===== src/hdl/apu_frame_and_length_unit_assert.svh =====
// Assertion macros shared by the frame and length unit.
// Each macro expects clk and rst_n in scope.
`ifndef APU_FRAME_AND_LENGTH_UNIT_ASSERT_SVH
`define APU_FRAME_AND_LENGTH_UNIT_ASSERT_SVH

// Same-cycle implication.
`define APU_ASSERT_IMPLIES(label, ante, cons, msg) \
    label: assert property (@(posedge clk) disable iff (!rst_n) (ante) |-> (cons)) \
        else $error(msg);

// Implication that checks the following cycle.
`define APU_ASSERT_NEXT(label, ante, cons, msg) \
    label: assert property (@(posedge clk) disable iff (!rst_n) (ante) |=> (cons)) \
        else $error(msg);

`endif


===== src/hdl/apu_fal_pkg.sv =====
package apu_fal_pkg;

    // Event kinds carried with each item
    localparam logic [1:0] KIND_TICK   = 2'd0;
    localparam logic [1:0] KIND_WRITE  = 2'd1;
    localparam logic [1:0] KIND_READ   = 2'd2;
    localparam logic [1:0] KIND_SAMPLE = 2'd3;

    // Register offsets that the unit decodes
    localparam logic [4:0] REG_STATUS = 5'h15;
    localparam logic [4:0] REG_FRAME  = 5'h17;

    // Frame sequencer step points
    localparam logic [15:0] STEP_Q1      = 16'd7457;
    localparam logic [15:0] STEP_Q2      = 16'd14913;
    localparam logic [15:0] STEP_Q3      = 16'd22371;
    localparam logic [15:0] STEP4_IRQ    = 16'd29828;
    localparam logic [15:0] STEP4_HALF   = 16'd29829;
    localparam logic [15:0] STEP4_END    = 16'd29830;
    localparam logic [15:0] STEP5_HALF   = 16'd37281;
    localparam logic [15:0] STEP5_END    = 16'd37282;

    // Restart delay loaded by a frame register write
    localparam logic [7:0] DELAY_IDLE = 8'hFF;
    localparam logic [7:0] DELAY_PUT  = 8'd3;
    localparam logic [7:0] DELAY_GET  = 8'd4;
    localparam logic [7:0] DELAY_MAX  = 8'd4;

    localparam int NUM_CH = 4;

    // Length load table, indexed by write_data[7:3]
    localparam logic [7:0] LEN_TABLE [0:31] = '{
        8'd10,  8'd254, 8'd20, 8'd2,  8'd40, 8'd4,  8'd80, 8'd6,
        8'd160, 8'd8,   8'd60, 8'd10, 8'd14, 8'd12, 8'd26, 8'd14,
        8'd12,  8'd16,  8'd24, 8'd18, 8'd48, 8'd20, 8'd96, 8'd22,
        8'd192, 8'd24,  8'd72, 8'd26, 8'd16, 8'd28, 8'd32, 8'd30
    };

    typedef struct packed {
        logic [1:0] kind;
        logic [4:0] reg_addr;
        logic [7:0] write_data;
        logic       open_bus_bit5;
        logic       cart_irq;
    } apu_item_t;

    typedef struct packed {
        logic [7:0] read_data;
        logic       irq_out;
        logic       quarter_clock;
        logic       half_clock;
    } apu_result_t;

    // Sequencer to length counters: clocking for this transfer
    typedef struct packed {
        logic tick;
        logic half;
    } seq_len_t;

    // Sequencer outputs for the result
    typedef struct packed {
        logic irq_out;
        logic quarter_clock;
        logic half_clock;
        logic irq_flag;
    } seq_res_t;

endpackage


===== src/hdl/apu_fal_seq.sv =====
module apu_fal_seq
    import apu_fal_pkg::*;
(
    input  logic      clk,
    input  logic      rst_n,
    input  logic      en,
    input  apu_item_t item,
    output seq_len_t  to_len,
    output seq_res_t  res
);

    logic        put_reg, put_next;
    logic        five_reg, five_next;
    logic        inh_reg, inh_next;
    logic [7:0]  delay_reg, delay_next;
    logic [15:0] fc_reg, fc_next;
    logic        pq_reg, pq_next;
    logic        ph_reg, ph_next;
    logic        flag_reg, flag_next;
    logic        clr_reg, clr_next;
    logic        line_reg, line_next;
    logic        q_fire, h_fire;
    logic        tick_taken;
    logic        inhibit_wr;

    // Work out the sequencer state after this item
    always_comb
    begin
        put_next   = put_reg;
        five_next  = five_reg;
        inh_next   = inh_reg;
        delay_next = delay_reg;
        fc_next    = fc_reg;
        pq_next    = pq_reg;
        ph_next    = ph_reg;
        flag_next  = flag_reg;
        clr_next   = clr_reg;
        line_next  = line_reg;
        q_fire     = 1'b0;
        h_fire     = 1'b0;
        case (item.kind)
            KIND_TICK:
            begin
                // drop the frame interrupt on the put half after a status read
                if (put_reg && clr_reg)
                begin
                    clr_next  = 1'b0;
                    flag_next = 1'b0;
                    line_next = 1'b0;
                end
                // count down a pending restart
                if (!delay_reg[7])
                begin
                    delay_next = delay_reg - 8'd1;
                    if (delay_next[7])
                        fc_next = '0;
                end
                fc_next = fc_next + 16'd1;
                if (fc_next == STEP_Q1 || fc_next == STEP_Q3)
                    pq_next = 1'b1;
                else if (fc_next == STEP_Q2)
                begin
                    pq_next = 1'b1;
                    ph_next = 1'b1;
                end
                else if (five_reg)
                begin
                    if (fc_next == STEP5_HALF)
                    begin
                        pq_next = 1'b1;
                        ph_next = 1'b1;
                    end
                    else if (fc_next == STEP5_END)
                        fc_next = '0;
                end
                else if (fc_next == STEP4_IRQ)
                    flag_next = 1'b1;
                else if (fc_next == STEP4_HALF)
                begin
                    pq_next   = 1'b1;
                    ph_next   = 1'b1;
                    flag_next = 1'b1;
                    if (!inh_reg)
                        line_next = 1'b1;
                end
                else if (fc_next == STEP4_END)
                begin
                    flag_next = !inh_reg;
                    if (!inh_reg)
                        line_next = 1'b1;
                    fc_next = '0;
                end
                q_fire   = pq_next;
                h_fire   = ph_next;
                pq_next  = 1'b0;
                ph_next  = 1'b0;
                put_next = !put_reg;
            end
            KIND_WRITE:
            begin
                if (item.reg_addr == REG_FRAME)
                begin
                    five_next = item.write_data[7];
                    inh_next  = item.write_data[6];
                    if (item.write_data[7])
                    begin
                        pq_next = 1'b1;
                        ph_next = 1'b1;
                    end
                    if (item.write_data[6])
                    begin
                        flag_next = 1'b0;
                        line_next = 1'b0;
                    end
                    delay_next = put_reg ? DELAY_PUT : DELAY_GET;
                end
            end
            KIND_READ:
                clr_next = 1'b1;
            default:
            begin
                if (flag_reg && !inh_reg)
                    line_next = 1'b1;
            end
        endcase
    end

    // Result fields and clocking for the length counters
    always_comb
    begin
        to_len.tick       = (item.kind == KIND_TICK);
        to_len.half       = h_fire;
        res.quarter_clock = q_fire;
        res.half_clock    = h_fire;
        res.irq_flag      = flag_reg;
        if (item.kind == KIND_SAMPLE)
            res.irq_out = line_reg | item.cart_irq;
        else
            res.irq_out = line_next | item.cart_irq;
    end

    // Hold state; advance on each transfer into the result stage
    always_ff @(posedge clk or negedge rst_n)
    begin
        if (!rst_n)
        begin
            put_reg   <= 1'b1;
            five_reg  <= 1'b0;
            inh_reg   <= 1'b0;
            delay_reg <= DELAY_IDLE;
            fc_reg    <= '0;
            pq_reg    <= 1'b0;
            ph_reg    <= 1'b0;
            flag_reg  <= 1'b0;
            clr_reg   <= 1'b0;
            line_reg  <= 1'b0;
        end
        else if (en)
        begin
            put_reg   <= put_next;
            five_reg  <= five_next;
            inh_reg   <= inh_next;
            delay_reg <= delay_next;
            fc_reg    <= fc_next;
            pq_reg    <= pq_next;
            ph_reg    <= ph_next;
            flag_reg  <= flag_next;
            clr_reg   <= clr_next;
            line_reg  <= line_next;
        end
    end

    // Transfers that the checks below key on
    assign tick_taken = en && item.kind == KIND_TICK;
    assign inhibit_wr = en && item.kind == KIND_WRITE && item.reg_addr == REG_FRAME
                        && item.write_data[6];

`include "apu_frame_and_length_unit_assert.svh"

    `APU_ASSERT_IMPLIES(a_delay_range, !delay_reg[7], delay_reg <= DELAY_MAX, "restart delay too large")
    `APU_ASSERT_NEXT(a_put_toggles, tick_taken, put_reg != $past(put_reg), "phase did not toggle")
    `APU_ASSERT_NEXT(a_inhibit_clears, inhibit_wr, !line_reg && !flag_reg, "inhibit left irq set")

endmodule


===== src/hdl/apu_fal_len.sv =====
module apu_fal_len
    import apu_fal_pkg::*;
(
    input  logic              clk,
    input  logic              rst_n,
    input  logic              en,
    input  apu_item_t         item,
    input  seq_len_t          from_seq,
    output logic [NUM_CH-1:0] nonzero
);

    logic [7:0]        cnt_reg  [NUM_CH];
    logic [7:0]        cnt_next [NUM_CH];
    logic [7:0]        rv_reg   [NUM_CH];
    logic [7:0]        rv_next  [NUM_CH];
    logic [NUM_CH-1:0] rp_reg, rp_next;
    logic [NUM_CH-1:0] halt_reg, halt_next;
    logic [NUM_CH-1:0] src_reg, src_next;
    logic [NUM_CH-1:0] en_reg, en_next;

    // Update each channel's counter for this item
    always_comb
    begin
        for (int c = 0; c < NUM_CH; c++)
        begin
            cnt_next[c]  = cnt_reg[c];
            rv_next[c]   = rv_reg[c];
            rp_next[c]   = rp_reg[c];
            halt_next[c] = halt_reg[c];
            src_next[c]  = src_reg[c];
            en_next[c]   = en_reg[c];
            if (from_seq.tick)
            begin
                if (from_seq.half)
                begin
                    // reload only takes on an empty counter
                    if (rp_reg[c] && cnt_reg[c] == 8'd0)
                        cnt_next[c] = rv_reg[c];
                    else
                        rp_next[c] = 1'b0;
                    if (!en_reg[c])
                        cnt_next[c] = 8'd0;
                    if (cnt_next[c] != 8'd0 && !halt_reg[c] && !rp_next[c])
                        cnt_next[c] = cnt_next[c] - 8'd1;
                end
                else
                begin
                    if (rp_reg[c])
                        cnt_next[c] = rv_reg[c];
                    rp_next[c] = 1'b0;
                end
                halt_next[c] = src_reg[c];
            end
            else if (item.kind == KIND_WRITE)
            begin
                if (item.reg_addr == 5'(4 * c))
                    src_next[c] = (c == 2) ? item.write_data[7] : item.write_data[5];
                if (item.reg_addr == 5'(4 * c + 3) && en_reg[c])
                begin
                    rv_next[c] = LEN_TABLE[item.write_data[7:3]];
                    rp_next[c] = 1'b1;
                end
                if (item.reg_addr == REG_STATUS)
                begin
                    en_next[c] = item.write_data[c];
                    if (!item.write_data[c])
                        cnt_next[c] = 8'd0;
                end
            end
            nonzero[c] = (cnt_reg[c] != 8'd0);
        end
    end

    // Hold counters; advance on each transfer into the result stage
    always_ff @(posedge clk or negedge rst_n)
    begin
        if (!rst_n)
        begin
            for (int c = 0; c < NUM_CH; c++)
            begin
                cnt_reg[c] <= 8'd0;
                rv_reg[c]  <= 8'd0;
            end
            rp_reg   <= '0;
            halt_reg <= '0;
            src_reg  <= '0;
            en_reg   <= '0;
        end
        else if (en)
        begin
            for (int c = 0; c < NUM_CH; c++)
            begin
                cnt_reg[c] <= cnt_next[c];
                rv_reg[c]  <= rv_next[c];
            end
            rp_reg   <= rp_next;
            halt_reg <= halt_next;
            src_reg  <= src_next;
            en_reg   <= en_next;
        end
    end

endmodule


===== src/hdl/apu_frame_and_length_unit.sv =====
// Frame sequencer and four length counters of the sound unit.
// Input channel (item_valid, item_stall, item): one event per transfer, a
// CPU-cycle tick, a register write, a status read or an IRQ line sample.
// Output channel (result_valid, result_stall, result): exactly one result
// per event, in order: status byte, IRQ line and the quarter/half clocks.
// Path: an item taken into the input register is processed into the result
// register once the result stage is free, and its result transfers out from
// the result register.
// Throughput: one item per cycle while no result is stalled; all state
// updates for an item are done in a single pass between the input register
// and the result register, and the sequencer and counter state loop back.
// Reset: the sequencer starts in the put half, 4-step mode, counter zero,
// no restart pending, interrupts clear, all length counters zero and
// all channels disabled. Both pipeline stages come up empty.
// Stall: while result_stall holds a result, the input register keeps its
// item and item_stall rises once it is full; nothing is lost or repeated.
module apu_frame_and_length_unit
    import apu_fal_pkg::*;
(
    input  logic        clk,
    input  logic        rst_n,
    input  logic        item_valid,
    output logic        item_stall,
    input  apu_item_t   item,
    output logic        result_valid,
    input  logic        result_stall,
    output apu_result_t result
);

    logic              in_vld_reg, in_vld_next;
    apu_item_t         in_reg;
    logic              res_vld_reg, res_vld_next;
    apu_result_t       res_reg;
    apu_result_t       res_next;
    logic              advance;
    logic              take_in;
    seq_len_t          seq_to_len;
    seq_res_t          seq_res;
    logic [NUM_CH-1:0] len_nonzero;
    logic              half_out;
    logic              status_spare;

    // Handshake: advance the input stage when the result stage frees up
    assign advance      = in_vld_reg && (!res_vld_reg || !result_stall);
    assign item_stall   = in_vld_reg && !advance;
    assign take_in      = item_valid && !item_stall;
    assign result_valid = res_vld_reg;
    assign result       = res_reg;

    apu_fal_seq u_seq (
        .clk    (clk),
        .rst_n  (rst_n),
        .en     (advance),
        .item   (in_reg),
        .to_len (seq_to_len),
        .res    (seq_res)
    );

    apu_fal_len u_len (
        .clk      (clk),
        .rst_n    (rst_n),
        .en       (advance),
        .item     (in_reg),
        .from_seq (seq_to_len),
        .nonzero  (len_nonzero)
    );

    // Assemble the result of the item in the input register
    always_comb
    begin
        res_next.read_data = 8'd0;
        if (in_reg.kind == KIND_READ)
            res_next.read_data = {1'b0, seq_res.irq_flag, in_reg.open_bus_bit5, 1'b0,
                                  len_nonzero};
        res_next.irq_out       = seq_res.irq_out;
        res_next.quarter_clock = seq_res.quarter_clock;
        res_next.half_clock    = seq_res.half_clock;
    end

    always_comb
    begin
        in_vld_next = in_vld_reg;
        if (take_in)
            in_vld_next = 1'b1;
        else if (advance)
            in_vld_next = 1'b0;
        res_vld_next = res_vld_reg;
        if (advance)
            res_vld_next = 1'b1;
        else if (result_valid && !result_stall)
            res_vld_next = 1'b0;
    end

    // Hold the stage valid flags
    always_ff @(posedge clk or negedge rst_n)
    begin
        if (!rst_n)
        begin
            in_vld_reg  <= 1'b0;
            res_vld_reg <= 1'b0;
        end
        else
        begin
            in_vld_reg  <= in_vld_next;
            res_vld_reg <= res_vld_next;
        end
    end

    // Load payload registers on transfer
    always_ff @(posedge clk)
    begin
        if (take_in)
            in_reg <= item;
        if (advance)
            res_reg <= res_next;
    end

    // Result bits that the checks below look at
    assign half_out     = result_valid && result.half_clock;
    assign status_spare = result.read_data[7] | result.read_data[4];

`include "apu_frame_and_length_unit_assert.svh"

    `APU_ASSERT_IMPLIES(a_half_has_quarter, half_out, result.quarter_clock, "lone half clock")
    `APU_ASSERT_IMPLIES(a_status_unused_bits, result_valid, !status_spare, "unused status bits set")
    `APU_ASSERT_IMPLIES(a_empty_never_stalls, !in_vld_reg, !item_stall, "stall while empty")

endmodule


===== config.mk =====
export PLATFORM = sky130hd
export DESIGN_NAME = apu_frame_and_length_unit
export DESIGN_NICKNAME = d
export VERILOG_FILES = /design/src/hdl/apu_fal_pkg.sv /design/src/hdl/apu_fal_seq.sv /design/src/hdl/apu_fal_len.sv /design/src/hdl/apu_frame_and_length_unit.sv
export VERILOG_INCLUDE_DIRS = /design/src /design/src/hdl
export SDC_FILE = /design/constraint.sdc
export NUM_CORES = 1
export LEC_CHECK = 0
export ABC_AREA = 0
export ABC_CLOCK_PERIOD_IN_PS = 9540
export BUFFER_PORTS_ARGS = -buffer_cell sky130_fd_sc_hd__buf_2
export CAP_MARGIN = 20
export CORE_MARGIN = 10
export CORE_UTILIZATION = 42
export DETAILED_ROUTE_END_ITERATION = 7
export GPL_TIMING_DRIVEN = 0
export HOLD_SLACK_MARGIN = 0.03
export PLACE_DENSITY_LB_ADDON = 0.3
export SYNTH_ARGS = -nofsm -noshare
export SYNTH_HDL_FRONTEND = slang
export SYNTH_SLANG_ARGS = --single-unit

===== constraint.sdc =====
create_clock -name clk -period 9.54 [get_ports clk]
set_input_delay 2.385 -clock clk [delete_from_list [all_inputs] [get_ports clk]]
set_output_delay 2.385 -clock clk [all_outputs]
set_load 0.02 [all_outputs]

==> flow_summary.json, run 1 <==
{
  "r2r-end": "u_len.cnt_reg[8]",
  "synth_edf_count": 26,
  "grt_overflow": 0,
  "post-place-ws_ps": 3610,
  "final_layout_size_suffix_gt1_frac": 0.144,
  "clk_pin_slew_ps": 60,
  "synth-seq-cells": 135,
  "seq_area_frac_synth": 0.431,
  "final_util": 0.488,
  "holdPathEnd": "u_len.halt_reg[3]",
  "ir_worst_vdd_mv": 0.125,
  "ctsResizeCount": 0,
  "max-cap-violations": 0,
  "io_pins": 34,
  "routed_wl_um": 22500,
  "num_rows": 50,
  "finalHoldViolations": 0,
  "slew_viol_final": 0,
  "r2r_slack_ps": 3500,
  "place_congestion": 0.915,
  "cp.arrival_ps": 6390,
  "worstSetupPathType": "register to register",
  "layout_common_cells": "112 x nand2_1, 100 x dfrtp_1, 71 x nor2_1",
  "totalPowerFinal_mw": 1.59,
  "min_period_over_period": 0.633,
  "status": "finished clean",
  "synthesis.area_mm2": 0.00817,
  "hp-start": "u_len.src_reg[3]",
  "yosysTopAreaCellShare": 0.306,
  "drtIter0Drc": 640,
  "fin_crit_ps": 6040,
  "endpoint_kind": "register",
  "antenna_left": 0,
  "nets": 998,
  "p_per_area_mw_per_mm2": 173,
  "gr-usage-all-layers": 0.177,
  "fin_worst_skew_ps": 12.5,
  "drc": 0,
  "cts_inserted_buffers": 17,
  "path_max_fanout": 10,
  "dp_hpwl_um": 16000,
  "async_reset_ff_frac": 0.807,
  "yosysWarnings": 0,
  "vias": 7085,
  "syn_inst": 903,
  "routed_via_density": 5.76,
  "cts_tree": "built",
  "fmax_ghz": 0.166,
  "placed_cells": 1197,
  "netlist_top_cells_area": "dfrtp_1 31%, edfxtp_1 9.6%, mux2_2 5.5%, nand2_1 5.1%, o21ai_0 4.2%",
  "synth.distinct_cells": 70,
  "clockBufferDepth": 2,
  "io_buffers": 31,
  "antenna_cells": 0,
  "antenna_found_initial": 0,
  "worstHoldPathType": "register to register",
  "htreeDepth": 4,
  "start_util": 0.432,
  "die_h_um": 159,
  "synth_top_area_cell": "dfrtp_1",
  "clockRootBuffer": "clkbuf_16",
  "cts_hold_buffers": 0,
  "fin_ws_ps": 3500,
  "wire_per_inst_um": 18.3,
  "largest_reg_flops": 32,
  "slew-limit-headroom": 0.294,
  "grt_max_degree": 88,
  "rsz0062_at_grt": "no",
  "cts_setup_buffers": 0,
  "synth.avg_cell_area_um2": 9.04,
  "finalNonFillerCells": 1229,
  "startpoint_type": "register",
  "power.leakage_nw": 3.89,
  "cts_sinks": 135,
  "tns_ps": 0,
  "r2r-start": "u_seq.delay_reg[3]",
  "die_w_um": 159,
  "tightestPinTransition_ps": 1050,
  "die_area_mm2": 0.0254,
  "drt-pass1-iter-count": 5,
  "required_ps": 9890,
  "insertion_delay_ps": 430,
  "area_growth_pct": 12.8,
  "grt_pass1_wl_um": 36800,
  "grt_pass1_vias": 6851,
  "layout_commonest_cell": "nand2_1",
  "setup_viol": 0,
  "min_path_cells": 2,
  "coreArea_mm2": 0.0189,
  "r2r_cells": 21,
  "synthFlopType": "dfrtp_1"
}
cell usage after synthesis, types with 9 or more instances:
cell type  number
nor2b_1        17
nand4_1        13
dfstp_2         9
a21o_1         10
mux2_2         40
a22o_1         14
nand2b_1       16
xor2_1         14
xnor2_1        16
nand2_1       112
dfrtp_1       100
a21oi_1        66
inv_1          30
a31oi_1        13
clkbuf_1       36
nand3_1        23
and2_1         10
nor3_1         19
ha_1           21
o21ai_0        68
or2_2           9
nor2_1         71
edfxtp_1       26
o31ai_1        11
and3_1         10
cell families after synthesis:
| logic type | after synthesis | share of synthesized area |
|---|---|---|
| XOR/XNOR | 30 | 0.0322 |
| AND/OR/NAND/NOR | 344 | 0.208 |
| buffers and inverters | 81 | 0.0431 |
| adder cells (fa/ha/maj) | 21 | 0.0322 |
| flip-flops | 135 | 0.431 |
| other | 1 | 0.000459 |
| multiplexers | 48 | 0.0650 |
| AO/OA/AOI/OAI | 243 | 0.188 |
per-stage QoR:
step	instance area, um2	hold slack (ps)
floorplan	8170	433
global placement	8650	451
detailed placement	8690	452
CTS	9210	467
global route	9210	501
finish	9210	462
final cells by class:
class | count | area (um2)
clock buffer | 28 | 497
tap | 260 | 325
buffer | 51 | 239
inverter | 30 | 113
clock inverter | 4 | 22.5
fill | 1839 | 9680
sequential | 135 | 3520
timing repair buffer | 33 | 196
multi-input combinational | 688 | 4300
metal layers:
layer / up-vias / global-route usage / wire length (um)
li1: 3370 / - / -
met5: - / 0 / 0
met4: 0 / 0.0611 / 535
met3: 42 / 0.0382 / 1390
met2: 251 / 0.268 / 10200
met1: 3422 / 0.244 / 10500
power by group:
group	internal [mW]	switching (mW)	leakage, nW
registers	0.642	0.0446	1.71
logic	0.114	0.201	1.92
clock network	0.352	0.239	0.257
total	1.11	0.485	3.89
worst max-delay path by stage:
| stage | from | endpoint | slack, ps | cells after the start |
|---|---|---|---|---|
| floorplan | result_stall | item_stall | 4520 | 2 |
| finish | u_seq.delay_reg[3] | u_len.cnt_reg[8] | 3500 | 21 |
| global route | u_seq.delay_reg[3] | u_len.cnt_reg[17] | 3010 | 22 |
| detailed placement | u_seq.delay_reg[3] | u_len.cnt_reg[17] | 3610 | 21 |
| CTS | u_seq.delay_reg[3] | u_len.cnt_reg[30] | 3590 | 21 |
| global placement | u_seq.delay_reg[3] | u_len.cnt_reg[17] | 3650 | 22 |
worst max-delay path: stages, from the launching register on:
cell	delay [ps]
dfstp_2	370
nor4_1	560
nand2_1	130
ha_1	330
nand2b_1	230
clkbuf_1	370
nand2_1	200
inv_1	150
ha_1	290
and3_1	190
clkbuf_1	290
nand2_1	100
o31ai_1	350
o211ai_1	190
or4_1	630
o32a_1	230
o21ai_2	310
buf_6	210
buf_6	180
buf_2	310
nand2_1	120
o22ai_1	200
(Power assumes the default switching activity.)
==> run 2: changes to the inputs <==
--- a/config.mk
+++ b/config.mk
@@ -7,7 +7,7 @@
 export NUM_CORES = 1
 export LEC_CHECK = 0
 export ABC_AREA = 0
-export ABC_CLOCK_PERIOD_IN_PS = 9540
+export ABC_CLOCK_PERIOD_IN_PS = 5500
 export BUFFER_PORTS_ARGS = -buffer_cell sky130_fd_sc_hd__buf_2
 export CAP_MARGIN = 20
 export CORE_MARGIN = 10
==> constraint.sdc (replaced) <==
create_clock -name clk -period 5.5 [get_ports clk]
set_input_delay 1.375 -clock clk [delete_from_list [all_inputs] [get_ports clk]]
set_output_delay 1.375 -clock clk [all_outputs]
set_load 0.02 [all_outputs]
==> run 2 against run 1 <==
Final cell count barely moved. Critical endpoint is now u_len.cnt_reg[28]. Worst hold slack improved by 1.2 ps. Sequential share of layout area fell by 0.17 points.
==> flow_summary.json, run 2 (same netlist as run 1, synthesis figures left out) <==
{
  "layout_commonest_cell": "nand2_1",
  "htreeDepth": 4,
  "clock_power_share": 0.369,
  "start_util": 0.432,
  "grt_overflow": 0,
  "antenna_cells": 0,
  "power_switching_mw": 0.845,
  "cts_tree": "built",
  "ir_worst_vdd_mv": 0.217,
  "area_growth_pct": 13.3,
  "insertion_delay_ps": 430,
  "nets": 997,
  "gr-usage-all-layers": 0.177,
  "clk_pin_slew_ps": 60,
  "routed_via_density": 5.79,
  "final_layout_size_suffix_gt1_frac": 0.152,
  "drc": 0,
  "num_rows": 50,
  "clockRootBuffer": "clkbuf_16",
  "wire_per_inst_um": 18.4,
  "io_pins": 34,
  "p_int_mw": 1.93,
  "final_util": 0.490,
  "largest_reg_flops": 32,
  "slew_viol_final": 0,
  "post-place-ws_ps": -433,
  "die_area_mm2": 0.0254,
  "drtIter0Drc": 638,
  "drt-pass1-iter-count": 6,
  "min_period_over_period": 0.935,
  "status": "finished clean",
  "cp_slowest_cell": "or4_1",
  "worstHoldPathType": "register to register",
  "layout_common_cells": "112 x nand2_1, 100 x dfrtp_1, 70 x nor2_1",
  "regArea_mm2": 0.00352,
  "p_per_area_mw_per_mm2": 300,
  "required_ps": 5820,
  "nFillCells": 1833,
  "vias": 7108,
  "fin_crit_ps": 5140,
  "antenna_found_initial": 0,
  "die_h_um": 159,
  "cts_sinks": 135,
  "fin_worst_skew_ps": 11.2,
  "path_max_fanout": 10,
  "grt_max_degree": 88,
  "coreArea_mm2": 0.0189,
  "grt_pass1_wl_um": 36800,
  "slowest_delay_ps": 630,
  "clockBufferDepth": 2,
  "routed_wl_um": 22600,
  "multi_input_area_mm2": 0.00434,
  "finalNonFillerCells": 1228,
  "tightestPinTransition_ps": 1090,
  "finalHoldViolations": 0,
  "die_w_um": 159,
  "power.leakage_nw": 3.91,
  "fin_ws_ps": 358,
  "slew-limit-headroom": 0.266,
  "dp_hpwl_um": 16000,
  "cp_cell_sequence": "nor4_4 -> nand2_1 -> ha_1 -> nand2b_2 -> clkbuf_4 -> nand2_1 -> inv_1 -> ha_2 -> and3_2 -> or4_1 -> o31ai_1 -> o211ai_1 -> or4_1 -> o32a_1 -> o21ai_4 -> buf_6 -> buf_2 -> a21oi_1 -> a32o_1",
  "placed_cells": 1197,
  "fmax_ghz": 0.194,
  "seq_power_share": 0.432,
  "worstSetupPathType": "register to register",
  "swShare": 0.305,
  "met3WireLength_um": 1460,
  "cp.arrival_ps": 5460,
  "wl_met2_um": 10100,
  "endpoint_kind": "register",
  "setup_viol": 0,
  "antenna_left": 0,
  "pwr-share-comb": 0.199,
  "startpoint_type": "register",
  "cts_inserted_buffers": 17,
  "grt_pass1_vias": 6836,
  "place_congestion": 0.915,
  "dr.max_layer_used": "met4",
  "m1WireLength_um": 10500,
  "io_buffers": 31,
  "max-cap-violations": 0
}
run 2: layer usage:
metal	vias up	global-route usage
met4	0	0.0611
met2	259	0.268
li1	3369	-
met5	-	0
met1	3435	0.245
met3	45	0.0382
run 2: stage by stage:
stage / hold slack [ps] / power, mW / instance area, um2 / setup TNS (ps)
after floorplan: 433 / 1.57 / 8170 / 0
after global routing: 501 / 2.91 / 9250 / -3.55
after CTS: 467 / 2.78 / 9220 / 0
final: 463 / 2.77 / 9250 / 0
after global placement: 451 / 1.73 / 8650 / -9630
after detailed placement: 452 / 1.75 / 8690 / -10790
run 2: critical path, delay by kind of cell, from the launching register on:
kind	cells	cell delay, ps
AOI/OAI and AO/OA	6	1180
DFF	1	380
adders and majority gates	2	570
buffers and inverters	4	830
and+or+nand+nor	7	2040
run 2: worst paths after layout:
kind	startpoint	endpoint	slack, ps	cells after the start
min reg2reg	u_len.src_reg[3]	u_len.halt_reg[3]	460	2
max reg2reg	u_seq.delay_reg[3]	u_len.cnt_reg[28]	360	19
max in group asynchronous	rst_n	u_len.cnt_reg[12]	4000	2
min in group asynchronous	rst_n	u_seq.fc_reg[3]	800	1
min	u_len.src_reg[3]	u_len.halt_reg[3]	460	2
max	u_seq.delay_reg[3]	u_len.cnt_reg[28]	360	19
run 2: area by class of cell:
cell class / instances / area share
tap: 260 / 0.0352
inverter: 30 / 0.0122
buffer: 50 / 0.0262
clock buffer: 28 / 0.0537
clock inverter: 4 / 0.00243
multi-input combinational: 688 / 0.469
sequential: 135 / 0.380
timing repair buffer: 33 / 0.0212
run 2: repair_timing:
action,in CTS,in global routing
pin swaps,0,1
setup endpoints to repair,42,43
hold buffers,0,0
resized for setup,4,10
setup buffers,0,0
gates cloned,0,0
run 2: power groups by stage:
stage          Combinational (mW)  Clock (mW)  Sequential, mW
2_1_floorplan               0.381           0            1.19
3_5_place_dp                0.542           0            1.21
5_1_grt                     0.616        1.09            1.21
4_1_cts                     0.546        1.04            1.19
6_report                    0.552        1.02            1.20
3_3_place_gp                0.527           0            1.20
